===== config.mk =====
export PLATFORM = sky130hd
export DESIGN_NAME = charge_session_fsm_top
export DESIGN_NICKNAME = d
export VERILOG_FILES = /design/src/csf_pkg.sv /design/src/csf_cfg.sv /design/src/csf_step.sv /design/src/charge_session_fsm_top.sv
export SDC_FILE = /design/constraint.sdc
export NUM_CORES = 1
export LEC_CHECK = 0
export BUFFER_PORTS_ARGS = -buffer_cell sky130_fd_sc_hd__buf_2
export CAP_MARGIN = 5
export CORE_UTILIZATION = 45
export CTS_CLUSTER_SIZE = 30
export DETAILED_ROUTE_END_ITERATION = 8
export PLACE_DENSITY_LB_ADDON = 0.1
export REMOVE_ABC_BUFFERS = 1
export SYNTH_ARGS = -nofsm -noshare
export SYNTH_HDL_FRONTEND = slang
export SYNTH_SLANG_ARGS = --single-unit

===== constraint.sdc =====
create_clock -name clk -period 6.4 [get_ports clk]
set_input_delay 1.28 -clock clk [delete_from_list [all_inputs] [get_ports clk]]
set_output_delay 1.28 -clock clk [all_outputs]
set_load 0.1 [all_outputs]

===== src/csf_pkg.sv =====
// package with types, codes and helpers for the charging session controller
`timescale 1ns / 1ps

package csf_pkg;

  localparam int unsigned TargetMin   = 50;
  localparam int unsigned TargetMax   = 100;
  localparam int unsigned TargetReset = 100;

  typedef enum logic [2:0] {
    ST_DISC     = 3'd0,
    ST_PLUG     = 3'd1,
    ST_HSHK     = 3'd2,
    ST_ACTIVE   = 3'd3,
    ST_LIMITED  = 3'd4,
    ST_COMPLETE = 3'd5,
    ST_FAULT    = 3'd6
  } csf_state_t;

  typedef enum logic [1:0] {
    EV_NONE    = 2'd0,
    EV_PLUG    = 2'd1,
    EV_HSHK_OK = 2'd2,
    EV_UNPLUG  = 2'd3
  } csf_event_t;

  typedef enum logic [1:0] {
    MODE_OFF      = 2'd0,
    MODE_CHARGING = 2'd1,
    MODE_FAULT    = 2'd2
  } csf_mode_t;

  typedef struct packed {
    logic [1:0] event_code;
    logic [7:0] evse_offer;
    logic [7:0] bms_limit;
    logic [6:0] charge_level;
    logic       fault_flag;
  } csf_in_t;

  typedef struct packed {
    logic [2:0] new_state;
    logic [7:0] drive_current;
    logic       rejected;
    logic [1:0] mode_out;
  } csf_out_t;

  function automatic logic [6:0] clamp_target(logic [6:0] value);
    logic [6:0] result;
    result = value;
    if (value < 7'(TargetMin)) begin
      result = 7'(TargetMin);
    end else if (value > 7'(TargetMax)) begin
      result = 7'(TargetMax);
    end
    return result;
  endfunction

endpackage


===== src/csf_cfg.sv =====
// target level register with clamping on write
`timescale 1ns / 1ps

module csf_cfg (
  input  logic       clk,
  input  logic       rst,
  input  logic       cfg_valid,
  output logic       cfg_ready,
  input  logic [6:0] cfg_data,
  output logic [6:0] target
);

  assign cfg_ready = 1'b1;

  always_ff @(posedge clk) begin
    if (rst) begin
      target <= 7'(csf_pkg::TargetReset);
    end else if (cfg_valid && cfg_ready) begin
      target <= csf_pkg::clamp_target(cfg_data);
    end
  end

endmodule


===== src/csf_step.sv =====
// transition logic for one charger event
`timescale 1ns / 1ps

module csf_step (
  input  csf_pkg::csf_state_t state,
  input  csf_pkg::csf_in_t    item,
  input  logic [6:0]          target,
  output csf_pkg::csf_state_t state_next,
  output csf_pkg::csf_out_t   result
);

  logic       matched;
  logic [7:0] cur;

  // next state
  always_comb begin
    state_next = state;
    matched    = 1'b0;
    case (state)
      csf_pkg::ST_DISC: begin
        if (item.event_code == csf_pkg::EV_PLUG) begin
          state_next = csf_pkg::ST_PLUG;
          matched    = 1'b1;
        end
      end
      csf_pkg::ST_PLUG: begin
        if (item.event_code == csf_pkg::EV_HSHK_OK) begin
          state_next = csf_pkg::ST_HSHK;
          matched    = 1'b1;
        end
      end
      csf_pkg::ST_HSHK: begin
        if (item.bms_limit != 8'd0) begin
          state_next = csf_pkg::ST_ACTIVE;
          matched    = 1'b1;
        end
      end
      csf_pkg::ST_ACTIVE: begin
        if (item.bms_limit != 8'd0 && item.bms_limit < item.evse_offer) begin
          state_next = csf_pkg::ST_LIMITED;
          matched    = 1'b1;
        end else if (item.charge_level >= target) begin
          state_next = csf_pkg::ST_COMPLETE;
          matched    = 1'b1;
        end
      end
      csf_pkg::ST_LIMITED: begin
        if (item.charge_level >= target) begin
          state_next = csf_pkg::ST_COMPLETE;
          matched    = 1'b1;
        end
      end
      default: begin
        matched = 1'b0;
      end
    endcase
    // common exits from any plugged state
    if (!matched && state != csf_pkg::ST_DISC) begin
      if (item.fault_flag) begin
        state_next = csf_pkg::ST_FAULT;
        matched    = 1'b1;
      end else if (item.event_code == csf_pkg::EV_UNPLUG) begin
        state_next = csf_pkg::ST_DISC;
        matched    = 1'b1;
      end
    end
  end

  // outputs
  always_comb begin
    cur = 8'd0;
    case (state)
      csf_pkg::ST_HSHK: begin
        if (state_next == csf_pkg::ST_ACTIVE) begin
          cur = (item.evse_offer < item.bms_limit) ? item.evse_offer : item.bms_limit;
        end
      end
      csf_pkg::ST_ACTIVE: begin
        if (state_next == csf_pkg::ST_LIMITED) begin
          cur = item.bms_limit;
        end
      end
      default: begin
        cur = 8'd0;
      end
    endcase
    result.new_state     = state_next;
    result.drive_current = cur;
    result.rejected      = !matched;
    case (state_next)
      csf_pkg::ST_DISC:  result.mode_out = csf_pkg::MODE_OFF;
      csf_pkg::ST_FAULT: result.mode_out = csf_pkg::MODE_FAULT;
      default:           result.mode_out = csf_pkg::MODE_CHARGING;
    endcase
  end

endmodule


===== src/charge_session_fsm_top.sv =====
// top level of the charging session controller
// out_valid rises as an accepted item moves from input to result register
// one transaction per cycle while out_stall is low; state updates on each advance
// the input register refills in the cycle its item moves to the result register
// reset: state disconnected, target level 100, both pipeline registers empty
`timescale 1ns / 1ps

module charge_session_fsm_top (
  input  logic              clk,
  input  logic              rst,
  input  logic              in_valid,
  output logic              in_stall,
  input  csf_pkg::csf_in_t  in_data,
  output logic              out_valid,
  input  logic              out_stall,
  output csf_pkg::csf_out_t out_data,
  input  logic              cfg_valid,
  output logic              cfg_ready,
  input  logic [6:0]        cfg_data
);

  logic                in_full;
  csf_pkg::csf_in_t    in_reg;
  logic                out_free;
  logic                advance;
  logic [6:0]          target;
  csf_pkg::csf_state_t charge_state;
  csf_pkg::csf_state_t charge_state_next;
  csf_pkg::csf_out_t   result;

  assign out_free = !out_valid || !out_stall;
  assign advance  = in_full && out_free;
  assign in_stall = in_full && !out_free;

  csf_cfg u_cfg (
    .clk       (clk),
    .rst       (rst),
    .cfg_valid (cfg_valid),
    .cfg_ready (cfg_ready),
    .cfg_data  (cfg_data),
    .target    (target)
  );

  csf_step u_step (
    .state      (charge_state),
    .item       (in_reg),
    .target     (target),
    .state_next (charge_state_next),
    .result     (result)
  );

  always_ff @(posedge clk) begin
    if (rst) begin
      in_full <= 1'b0;
    end else if (!in_stall) begin
      in_full <= in_valid;
    end
  end

  always_ff @(posedge clk) begin
    if (in_valid && !in_stall) begin
      in_reg <= in_data;
    end
  end

  always_ff @(posedge clk) begin
    if (rst) begin
      charge_state <= csf_pkg::ST_DISC;
      out_valid    <= 1'b0;
    end else begin
      if (advance) begin
        charge_state <= charge_state_next;
      end
      if (out_free) begin
        out_valid <= in_full;
      end
    end
  end

  always_ff @(posedge clk) begin
    if (advance) begin
      out_data <= result;
    end
  end

  a_stall_needs_item: assert property (@(posedge clk) disable iff (rst)
    in_stall |-> in_full)
    else $error("input stalled with empty input register");

  a_result_tracks_state: assert property (@(posedge clk) disable iff (rst)
    advance |=> out_valid && out_data.new_state == charge_state)
    else $error("result state differs from stored state");

  a_reject_zero_current: assert property (@(posedge clk) disable iff (rst)
    out_valid && out_data.rejected |-> out_data.drive_current == 8'd0)
    else $error("rejected event commands current");

  a_mode_matches: assert property (@(posedge clk) disable iff (rst)
    out_valid |-> ((out_data.new_state == csf_pkg::ST_DISC) ==
                   (out_data.mode_out == csf_pkg::MODE_OFF)))
    else $error("mode does not match state");

  a_target_in_range: assert property (@(posedge clk) disable iff (rst)
    target >= 7'(csf_pkg::TargetMin) && target <= 7'(csf_pkg::TargetMax))
    else $error("target level out of range");

endmodule

Word-level counts from Yosys, hierarchy flattened --
Cells that the tools add are included.
Storage, ports and cells: output and inout bits 17, register bits after elaboration 52, word-level logic and storage cells 69, input port bits 38
Cells by class: $lt $le $gt $ge 5, reduce and logical (&&, ||, !) cells 16, equal/unequal tests 10, mux-type cells 25
Operators by type and width (number):
- 3-bit 2-to-1 mux | 8
- 8-bit 2-to-1 mux | 3
- 8-bit < comparator | 2
- 8-bit one-hot mux with 2 select lines | 1
- 3-bit one-hot mux with 5 select lines | 1
- 7-bit 2-to-1 mux | 2
- 3-bit by 2-bit == test with 1-bit output (second input constant) | 3
- 3-bit == test (second input constant) | 3
- 1-bit 2-to-1 mux | 8
- 8-bit nonzero test | 1
- 7-bit >= comparator | 1
- 7-bit greater-than comparator (second input constant) | 1
- 7-bit by 6-bit < comparator with 1-bit output (second input constant) | 1
- 1-bit zero test | 6
- 3-bit zero test | 2
- 1-bit logical AND | 5
- 1-bit one-hot mux with 5 select lines | 1
- 2-bit == test (second input constant) | 2
- 2-bit one-hot mux with 2 select lines | 1
- 3-bit by 1-bit == test with 1-bit output (second input constant) | 1
- 3-bit nonzero test | 1
- 2-bit by 1-bit == test with 1-bit output (second input constant) | 1
- 1-bit logical OR | 1

Longest topological paths before layout --
Gate-level depths: netlist (run 1).
depth after elaboration 10, gate-level depth with buffers 9, mapped depth without buffers 9

Cells and area by module --
A second synthesis (run 1) with hierarchy kept.
Unflattened totals: cell total of the unflattened synthesis 233, area total of the unflattened synthesis 2657.5 sq um
Modules (own cells, without submodules):
- charge_session_fsm_top | seq. area each 1301.2 sq um, instances 1, area each 1417.6 sq um, cells an instance 62
- csf_step | seq. area each 0.0 sq um, instances 1, area each 903.4 sq um, cells an instance 131
- csf_cfg | seq. area each 140.1 sq um, instances 1, area each 336.6 sq um, cells an instance 40

Worst setup path before layout (run 1) --
Ideal clock, no wire load.
path type in2reg, from in out_stall, to reg in_reg[0] in the netlist's numbering, enable pin, stages 2, setup time 0.412 ns, arrival 3.155 ns, required time 5.988 ns, buffers on the path 0, slack 2.833 ns, cell sequence and3_1 -> nor2b_1
Between the ends: word-level cells in the longest chain between the ends 6
Ends and longest elaborated chain:
- start, declared | line charge_session_fsm_top.sv:15 | input logic out_stall,
- 1-bit zero test | line charge_session_fsm_top.sv:31 | assign out_free = !out_valid || !out_stall;
- 1-bit logical OR | line charge_session_fsm_top.sv:31
- 1-bit zero test | line charge_session_fsm_top.sv:33 | assign in_stall = in_full && !out_free;
- 1-bit logical AND | line charge_session_fsm_top.sv:33
- 1-bit zero test | line charge_session_fsm_top.sv:61 | if (in_valid && !in_stall) begin
- 1-bit logical AND | line charge_session_fsm_top.sv:61
- end signal, assigned | line charge_session_fsm_top.sv:62 | in_reg <= in_data;
- end, declared | line charge_session_fsm_top.sv:23 | csf_pkg::csf_in_t in_reg;
Every way passes these cells. A chain may end at the register's enable or synchronous reset.

Worst setup path in the final report (run 1) --
from in out_stall, to out in_stall
Between the ends: word-level cells in the longest chain between the ends 4
Ends and longest elaborated chain:
- 1-bit zero test | line charge_session_fsm_top.sv:31
- 1-bit logical OR | line charge_session_fsm_top.sv:31
- 1-bit zero test | line charge_session_fsm_top.sv:33
- 1-bit logical AND | line charge_session_fsm_top.sv:33
- end, declared | line charge_session_fsm_top.sv:12 | output logic in_stall,
Every way passes these cells.

==> key figures, run 1 <==
Layout
  – Count of fill cells added during filler insertion: ~470
  – Layout net count: 316
  – Max FFs per register: 26
  – Fraction of final layout cells with drive strength greater than 1: around 29%
  – Fin area: about 0.0029 sq mm
  – Total inserted antenna cells: 0
  – Area taken by flip-flops and latches: 0.001441 sq mm
  – Total area of multi-input combinational cells: 949.7 sq um
  – Area added between synthesis and finish: 16.41%
  – Most common cell after layout, fill and taps aside: sky130_fd_sc_hd__buf_2
  – Top library cells by usage in the layout, fill and taps aside: sky130_fd_sc_hd__buf_2 (53), sky130_fd_sc_hd__edfxtp_1 (40), sky130_fd_sc_hd__inv_1 (17)

Placement
  – Half-perimeter wire length of the detailed placement result: just over 3 mm
  – Placed inst area: 0.002815 sq mm
  – Port Buffers: 53
  – Final weighted congestion of routability-driven global placement: 0.8121
  – Pre-CTS setup slack: 3.087 ns

Die
  – Die width: 76.44 um
  – Number of primary I/O pins: between 50 and 60
  – Std-Cell Core Area: between 0.005 and 0.006 sq mm
  – Full die area: just under 0.006 sq mm
  – Die Height: 76.44 um
  – Number of placement rows: 26
  – Initial core utilization: 47.61%

STA
  – Hold violation count in the final report: 0
  – Final Slew Violations: 0
  – Fin worst setup slack: 3.086 ns
  – Max Clock Freq: about 0.30 GHz
  – Final worst path period need: 3.314 ns
  – Min Hold Slack: 0.4874 ns
  – Sum of negative setup slack: 0 ns
  – Slew of the pin with the lowest slew margin: 0.9683 ns
  – Worst-case headroom to the max-slew limit: between 30% and 40%
  – Share of the cycle needed by the critical path after routing: between 50% and 60%
  – Unrepaired setup endpoints after global routing: no
  – Clock Skews: around 0.011 ns
  – Final Setup Violations: 0

Clock tree
  – Clock tree from TritonCTS: built
  – Clock tree root buffer cell: sky130_fd_sc_hd__clkbuf_8
  – Setup repair bufs after CTS: 0
  – Number of gates resized after cts: 0
  – H-tree depth reported by CTS: 2
  – Clock slew seen by the registers of the worst setup and hold paths: 0.09 ns
  – Number of clock sinks: 52
  – Number of buffers inserted during clock tree synthesis: 5
  – Clock Path Buffers: 2
  – Clk_lat worst skew: 0.29 ns
  – Post-CTS Hold Buffers: 0

Power
  – LEAKAGE: 0.001221 uW
  – Power after layout: 717.5 uW
  – Pwr/cell area: 247.2 mW/mm^2
  – Largest vdd supply drop: 0.1396 mV

Drt
  – Antenna Nets Post-Route: 0
  – Total number of vias: 1,724
  – DR pass1 iterations: 4
  – Starting DRC count in detailed routing: 75
  – Avg WL per Cell: 12.11 um
  – DRC Markers: 0
  – Via count normalized by instance count: around 5.2
  – DRT Wirelength: 4.045 mm

Critical path
  – Max FO, Critical Path: 3
  – Launching element type of the critical path: input port
  – Terminus of the critical flop-to-flop path: out_data[7]$_DFFE_PP_
  – Data required, critical path: 5.12 ns
  – Type of the worst setup path: input port to primary output
  – Worst path arrival time: 2.03 ns
  – Destination of the critical timing path: in_stall
  – Slack of the worst reg-to-reg path: 4.09 ns
  – Cells on worst reg2reg path: 7
  – Launching instance or port of the critical path: out_stall
  – Crit path capture type: primary output
  – Worst R2R Start: in_reg[13]$_DFFE_PP_

Run
  – Max cap viols: 0

Logic synthesis
  – Proportion of netlist area held by the largest area contributor: 48.17%
  – Async set or reset register ratio after synthesis: 0%
  – Sequential fraction of the synthesis area: between 50% and 60%
  – Largest area contributor in the netlist: sky130_fd_sc_hd__edfxtp_1
  – Mapped Cells: 207
  – Number of enable flip-flop cells after synthesis: 40
  – Syn Std Cell Area: 0.002494 sq mm
  – Mean area per synthesized cell: 12.05 sq um
  – Flip-flop and latch count after synthesis: 52
  – Main area contributors after synthesis: sky130_fd_sc_hd__edfxtp_1 (48%), sky130_fd_sc_hd__dfxtp_1 (9.6%), sky130_fd_sc_hd__ha_1 (7.5%)
  – Dominant register cell in the synthesized netlist: sky130_fd_sc_hd__edfxtp_1
  – Warnings from Yosys: 0
  – Yosys cell types: between 50 and 60

Hold path
  – Worst hold path type: flop to flop

GRT
  – Wire length of the first global-routing pass: 6.748 mm
  – Global route overflow: 0
  – Maximum number of pins on one net before global-route repair: 27
  – GRT Total Usage: 14.53%
  – Vias in the first global route: 1,563
  – Antenna violations before repair: 0

Run status
  – Status: completed
-- kinds of logic after synthesis --
kind of cell,count (synthesis),share of synthesized area [%]
adder cells (fa/ha/maj),15,7.526
other,1,0.1504
buffers and inverters,22,4.214
flip-flops,52,57.80
multiplexers,1,0.4515
AND/OR/NAND/NOR,55,11.84
AO/OA/AOI/OAI,61,18.01
-- metrics by stage --
step / std cells / util, %
floorplan: 202 / -
finish: 334 / 55.42
global route: 334 / 55.42
global placement: 326 / 53.75
detailed placement: 326 / 53.75
CTS: 334 / 55.42
-- where the power goes --
group	internal (uW)	switching, uW
sequential	387	12.5
combinational	46.2	93.4
clock	76.4	102
total	510	208
-- cell type report --
| class | instances | area share, % |
|---|---|---|
| Sequential cell | 52 | 49.66 |
| Multi-Input combinational cell | 133 | 32.72 |
| Timing Repair Buffer | 54 | 9.397 |
| Tap cell | 70 | 3.017 |
| Clock buffer | 5 | 2.371 |
| Inverter | 17 | 2.198 |
| Clock inverter | 3 | 0.6466 |
-- per-layer routing --
| layer | track usage [%] | wire length, um | vias to the layer above | part of all wire [%] |
|---|---|---|---|---|
| met5 | 0 | 0 | - | 0 |
| met4 | 5.385 | 40 | 0 | 0.99 |
| met3 | 3.473 | 129 | 4 | 3.2 |
| met2 | 24.05 | 1972 | 35 | 49 |
| met1 | 18.41 | 1902 | 790 | 47 |
| li1 | - | - | 895 | - |
-- how the worst min path moves through the flow --
stage | startpoint | to | slack, ns | cells after the start
floorplan | u_cfg.target[0]$_SDFFE_PP0P_ | u_cfg.target[0]$_SDFFE_PP0P_ | 0.44 | 2
global placement | in_full$_SDFFE_PP0N_ | out_valid$_SDFFE_PP0N_ | 0.46 | 2
detailed placement | u_cfg.target[2]$_SDFFE_PP1P_ | u_cfg.target[2]$_SDFFE_PP1P_ | 0.47 | 2
CTS | u_cfg.target[0]$_SDFFE_PP0P_ | u_cfg.target[0]$_SDFFE_PP0P_ | 0.49 | 2
global route | u_cfg.target[0]$_SDFFE_PP0P_ | u_cfg.target[0]$_SDFFE_PP0P_ | 0.52 | 2
finish | u_cfg.target[0]$_SDFFE_PP0P_ | u_cfg.target[0]$_SDFFE_PP0P_ | 0.49 | 2
-- cells in the mapped netlist, types with 3 or more instances --
cell / count
sky130_fd_sc_hd__nand2b_1: 4
sky130_fd_sc_hd__nand2_1: 12
sky130_fd_sc_hd__o21ai_0: 8
sky130_fd_sc_hd__nand4_1: 3
sky130_fd_sc_hd__nor3_1: 3
sky130_fd_sc_hd__nand3_1: 3
sky130_fd_sc_hd__o211ai_1: 3
sky130_fd_sc_hd__edfxtp_1: 40
sky130_fd_sc_hd__o31ai_1: 3
sky130_fd_sc_hd__a21o_1: 3
sky130_fd_sc_hd__nor2b_1: 4
sky130_fd_sc_hd__a22o_1: 7
sky130_fd_sc_hd__dfxtp_1: 12
sky130_fd_sc_hd__a31oi_1: 4
sky130_fd_sc_hd__nor2_1: 11
sky130_fd_sc_hd__ha_1: 15
sky130_fd_sc_hd__inv_1: 17
sky130_fd_sc_hd__a21oi_1: 11
-- critical path: stages --
cell and delay, ns:
sky130_fd_sc_hd__buf_2 0.10, sky130_fd_sc_hd__and3_1 0.21, sky130_fd_sc_hd__buf_2 0.44
(Power assumes the default switching activity.)
==> run 2: changes to the inputs <==
clock period = 2.95 ns   (was 6.4 ns; I/O delays follow)
==> key figures, run 2 (synthesized netlist as in run 1, its figures left out) <==
Clock tree
  – Post-CTS Hold Buffers: 0
  – Clock tree from TritonCTS: built
  – Clk_lat worst skew: 0.29 ns
  – Number of gates resized after cts: 0
  – Clock slew seen by the registers of the worst setup and hold paths: 0.09 ns
  – Number of buffers inserted during clock tree synthesis: 5
  – Clock tree root buffer cell: sky130_fd_sc_hd__clkbuf_8
  – Number of clock sinks: 52
  – Clock Path Buffers: 2
  – H-tree depth reported by CTS: 2
  – Setup repair bufs after CTS: 0

Die
  – Number of primary I/O pins: 55
  – Die Height: between 70 and 80 um
  – Number of placement rows: 26
  – Initial core utilization: 47.61%
  – Die width: around 76 um
  – Full die area: around 0.0058 sq mm
  – Std-Cell Core Area: around 0.0052 sq mm

Run status
  – Status: completed

STA
  – Share of the cycle needed by the critical path after routing: 79.87%
  – Slew of the pin with the lowest slew margin: 0.7505 ns
  – Clock Skews: between 0.005 and 0.006 ns
  – Max Clock Freq: 0.4244 GHz
  – Unrepaired setup endpoints after global routing: no
  – Final Slew Violations: 0
  – Final Setup Violations: 0
  – Final worst path period need: 2.356 ns
  – Min Hold Slack: 0.4641 ns
  – Worst-case headroom to the max-slew limit: about half
  – Hold violation count in the final report: 0

Layout
  – Total inserted antenna cells: 0
  – Final core area utilization: around 56%
  – Layout net count: 317
  – Max FFs per register: 26
  – Fraction of final layout cells with drive strength greater than 1: 28.68%
  – Most common cell after layout, fill and taps aside: sky130_fd_sc_hd__buf_2
  – Area added between synthesis and finish: 17.51%
  – Top library cells by usage in the layout, fill and taps aside: sky130_fd_sc_hd__buf_2 (53), sky130_fd_sc_hd__edfxtp_1 (40), sky130_fd_sc_hd__inv_1 (17)

Critical path
  – Data required, critical path: 3.12 ns
  – Max FO, Critical Path: 8
  – Type of the worst setup path: flop to flop
  – Launching element type of the critical path: flop
  – Slack of the worst reg-to-reg path: between 0.5 and 0.6 ns
  – Worst path arrival time: 2.52 ns
  – Crit path capture type: flop

Hold path
  – Worst hold path type: input port to flop

Drt
  – DR pass1 iterations: 4
  – Via count normalized by instance count: 5.075
  – Starting DRC count in detailed routing: 72
  – DRC Markers: 0
  – Avg WL per Cell: 12.47 um
  – Total number of vias: 1,700
  – Antenna Nets Post-Route: 0
  – DRT Wirelength: 4.178 mm

Placement
  – Port Buffers: between 50 and 60
  – Final weighted congestion of routability-driven global placement: 0.8501
  – Half-perimeter wire length of the detailed placement result: 3.230 mm

GRT
  – Maximum number of pins on one net before global-route repair: 27
  – Global route overflow: 0
  – Vias in the first global route: 1,558
  – GRT Total Usage: 15.53%
  – Wire length of the first global-routing pass: 7.169 mm
  – Antenna violations before repair: 0

Run
  – Max cap viols: 0

Power
  – Largest vdd supply drop: between 0.2 and 0.3 mV
  – Pwr/cell area: about 560 mW/mm^2
  – LEAKAGE: 0.001234 uW
## run 2: cell type report
type                            instances  area (sq um)
Fill cell                             455          2307
Sequential cell                        52          1441
Multi-Input combinational cell        133         949.7
Timing Repair Buffer                   55         280.3
Tap cell                               70         87.58
Clock buffer                            6         72.57
Inverter                               17         63.81
Clock inverter                          2         35.03
## run 2: through the flow
stage | setup WS [ns] | setup TNS (ns) | power [uW] | instances | cell area, sq um
final | 0.5938 | 0 | 1639 | 335 | 2930
after global routing | 0.4475 | 0 | 1720 | 335 | 2930
after CTS | 0.6036 | 0 | 1658 | 335 | 2930
after detailed placement | 0.6304 | 0 | 1191 | 327 | 2823
after global placement | 0.6545 | 0 | 1189 | 327 | 2823
after floorplan | -0.1696 | -4.409 | 1113 | 202 | 2452
## run 2: path summary, 6_finish.rpt
kind	startpoint	end	depth (start not counted)
setup / recovery	in_reg[13]$_DFFE_PP_	out_data[7]$_DFFE_PP_	7
hold / removal	in_data[13]	in_reg[13]$_DFFE_PP_	1
setup reg to reg	in_reg[13]$_DFFE_PP_	out_data[7]$_DFFE_PP_	7
hold reg to reg	u_cfg.target[0]$_SDFFE_PP0P_	u_cfg.target[0]$_SDFFE_PP0P_	2
## run 2: where the power goes
group          switching [uW]  internal (uW)  total [uW]
logic                     204            101         305
clock network             215            252         467
registers                27.1            840         867
## run 2: metal layers
layer | share of wire (%) | routed length, um | vias to the layer above | GRT usage [%]
li1 | - | - | 889 | -
met1 | 48 | 1994 | 771 | 21.18
met2 | 48 | 2018 | 34 | 24.59
met3 | 2.6 | 110 | 6 | 3.234
met4 | 1.3 | 55 | 0 | 5.192
met5 | 0 | 0 | - | 0
## run 2: worst max-delay path, stage by stage, from the launching register on
cell and delay, ns:
sky130_fd_sc_hd__edfxtp_1 0.40, sky130_fd_sc_hd__inv_1 0.06, sky130_fd_sc_hd__ha_1 0.31, sky130_fd_sc_hd__nand4_1 0.17, sky130_fd_sc_hd__nor2_1 0.08, sky130_fd_sc_hd__or3_1 0.36
sky130_fd_sc_hd__a22oi_1 0.60, sky130_fd_sc_hd__a22o_2 0.26
==> run 3: changes to the inputs <==
clock period = 2.27 ns   (was 2.95 ns; I/O delays follow)
==> key figures, run 3 (synthesized netlist as in run 1, its figures left out) <==
STA
  – Sum of negative setup slack: 0 ns
  – Slew of the pin with the lowest slew margin: about 0.51 ns
  – Max Clock Freq: 0.4564 GHz
  – Final Setup Violations: 0
  – Hold violation count in the final report: 0
  – Worst-case headroom to the max-slew limit: 65.47%
  – Share of the cycle needed by the critical path after routing: 96.51%
  – Final worst path period need: 2.191 ns
  – Unrepaired setup endpoints after global routing: yes
  – Clock Skews: 0.009020 ns
  – Final Slew Violations: 0

Drt
  – DR pass1 iterations: 4
  – Antenna Nets Post-Route: 0
  – Avg WL per Cell: 12.79 um
  – DRT Wirelength: 4.387 mm
  – Total number of vias: 1,789
  – Starting DRC count in detailed routing: 79
  – Via count normalized by instance count: 5.216
  – DRC Markers: 0

Critical path
  – Worst R2R Start: in_reg[14]$_DFFE_PP_
  – Crit path capture type: flop
  – Slack of the worst reg-to-reg path: 0.08 ns
  – Crit path max-delay cell type: sky130_fd_sc_hd__or3_1
  – Launching element type of the critical path: flop
  – CP cell instances: inv_1, ha_1, nand4_1, nor2_1, or3_1, a21o_2, nand2_2, o21ba_4, a21oi_1
  – Cells on worst reg2reg path: 9
  – Data required, critical path: roughly 2.3 ns
  – Max FO, Critical Path: 5
  – Terminus of the critical flop-to-flop path: out_data[1]$_DFFE_PP_
  – Buffering stage count on the worst path with inverters included: 1
  – Type of the worst setup path: flop to flop
  – Worst path arrival time: 2.23 ns
  – Largest stage delay on the critical path: 0.39 ns
  – Top cell family by delay on the critical path: simple AND/OR/NAND/NOR gates

Clock tree
  – Clock tree from TritonCTS: built
  – Number of buffers inserted during clock tree synthesis: 5
  – Clk_lat worst skew: 0.30 ns
  – Number of clock sinks: 52
  – H-tree depth reported by CTS: 2
  – Clock Path Buffers: 2
  – Clock slew seen by the registers of the worst setup and hold paths: around 0.090 ns
  – Post-CTS Hold Buffers: 0
  – Clock tree root buffer cell: sky130_fd_sc_hd__clkbuf_8

Run
  – Max cap viols: 0

Run status
  – Status: completed

Layout
  – Final core area utilization: 57.86%
  – Total inserted antenna cells: 0
  – Most common cell after layout, fill and taps aside: sky130_fd_sc_hd__buf_2
  – Total area of multi-input combinational cells: 991.0 sq um
  – Area added between synthesis and finish: 21.53%
  – Layout net count: approximately 330
  – Area taken by flip-flops and latches: around 0.0014 sq mm
  – Top library cells by usage in the layout, fill and taps aside: sky130_fd_sc_hd__buf_2 (53), sky130_fd_sc_hd__edfxtp_1 (40), sky130_fd_sc_hd__inv_1 (17)
  – Max FFs per register: 26
  – Count of fill cells added during filler insertion: roughly 470
  – Fraction of final layout cells with drive strength greater than 1: 33.70%

GRT
  – GRT Total Usage: 15.61%
  – Maximum number of pins on one net before global-route repair: 27
  – Antenna violations before repair: 0
  – Wire length of the first global-routing pass: ~7 mm
  – Global route overflow: 0
  – Vias in the first global route: 1,665

Hold path
  – Endpoint of the worst hold path: in_reg[19]$_DFFE_PP_
  – Worst hold stages: 1
  – Hold_sp: in_data[19]
  – Worst hold path type: input port to flop

Power
  – Pwr/cell area: 712.1 mW/mm^2
  – Largest vdd supply drop: 0.4353 mV
  – LEAKAGE: around 0.0013 uW

Die
  – Number of primary I/O pins: 55
  – Std-Cell Core Area: approximately 0.0052 sq mm
  – Die width: approximately 76 um
  – Number of placement rows: 26
  – Initial core utilization: 47.61%
  – Full die area: approximately 0.0058 sq mm
  – Die Height: 76.44 um

Placement
  – Port Buffers: 53
  – Final weighted congestion of routability-driven global placement: roughly 0.85
  – Half-perimeter wire length of the detailed placement result: roughly 3.3 mm
-- run 3: cell types whose count changed in the layout (fill, tap and decap cells not counted), moves of 2 or more --
cell / previous run / this run
sky130_fd_sc_hd__nor2_1: 11 / 9
sky130_fd_sc_hd__clkinv_1: 0 / 2
sky130_fd_sc_hd__buf_4: 2 / 10
sky130_fd_sc_hd__nor2_2: 0 / 2
-- run 3: worst max-delay path by stage --
stage                            from                      to  slack (ns)  depth (start not counted)
4_1_cts           in_reg[9]$_DFFE_PP_  out_data[12]$_DFFE_PP_        0.02                          7
3_3_place_gp     in_reg[21]$_DFFE_PP_   out_data[1]$_DFFE_PP_        0.03                          8
2_1_floorplan  out_valid$_SDFFE_PP0N_     in_reg[0]$_DFFE_PP_       -0.85                          2
6_report         in_reg[14]$_DFFE_PP_   out_data[1]$_DFFE_PP_        0.08                          9
3_5_place_dp     in_reg[21]$_DFFE_PP_   out_data[7]$_DFFE_PP_       0.005                          6
5_1_grt           in_reg[9]$_DFFE_PP_   out_data[1]$_DFFE_PP_       -0.03                          7
-- run 3: repair_timing --
| action | CTS | global route |
|---|---|---|
| setup buffers | 0 | 5 |
| pin swaps | 0 | 5 |
| resized for setup | 2 | 8 |
| endpoints found under the setup margin | 2 | 14 |
| cloned | 0 | 0 |
-- run 3: final cells by class --
class,count,area share [%]
clock buffer,5,2.271
clock inverter,3,1.239
inverter,17,2.106
multi-input combinational,133,32.70
sequential,52,47.56
tap,70,2.890
timing repair buffer,63,11.23
-- run 3: through the flow --
stage	hold WS, ns	power [uW]	instances	cell area, sq um	worst slack, ns
global placement	0.4573	1551	330	2845	0.02553
floorplan	0.4427	1446	202	2452	-0.8496
detailed placement	0.4636	1553	330	2845	0.004770
CTS	0.3147	2153	338	2960	0.02362
finish	0.3259	2158	343	3030	0.07916
global route	0.3058	2262	343	3030	-0.03261
-- run 3: power breakdown --
group          switching (uW)  internal [uW]
clock network             279            321
registers                31.1           1090
logic                     284            151
total                     594           1560
-- run 3: worst reg2reg max path: stages, from the launching register on --
cell                       delay, ns
sky130_fd_sc_hd__edfxtp_1       0.38
sky130_fd_sc_hd__inv_1          0.05
sky130_fd_sc_hd__ha_1           0.31
sky130_fd_sc_hd__nand4_1        0.16
sky130_fd_sc_hd__nor2_1         0.10
sky130_fd_sc_hd__or3_1          0.39
sky130_fd_sc_hd__a21o_2         0.24
sky130_fd_sc_hd__nand2_2        0.12
sky130_fd_sc_hd__o21ba_4        0.15
sky130_fd_sc_hd__a21oi_1        0.04
-- run 3: per-layer routing --
layer  routed length [um]  global-route usage (%)
met3                  175                   3.353
met1                 2017                   20.96
met5                    0                       0
met2                 2099                   24.23
met4                   95                   6.923
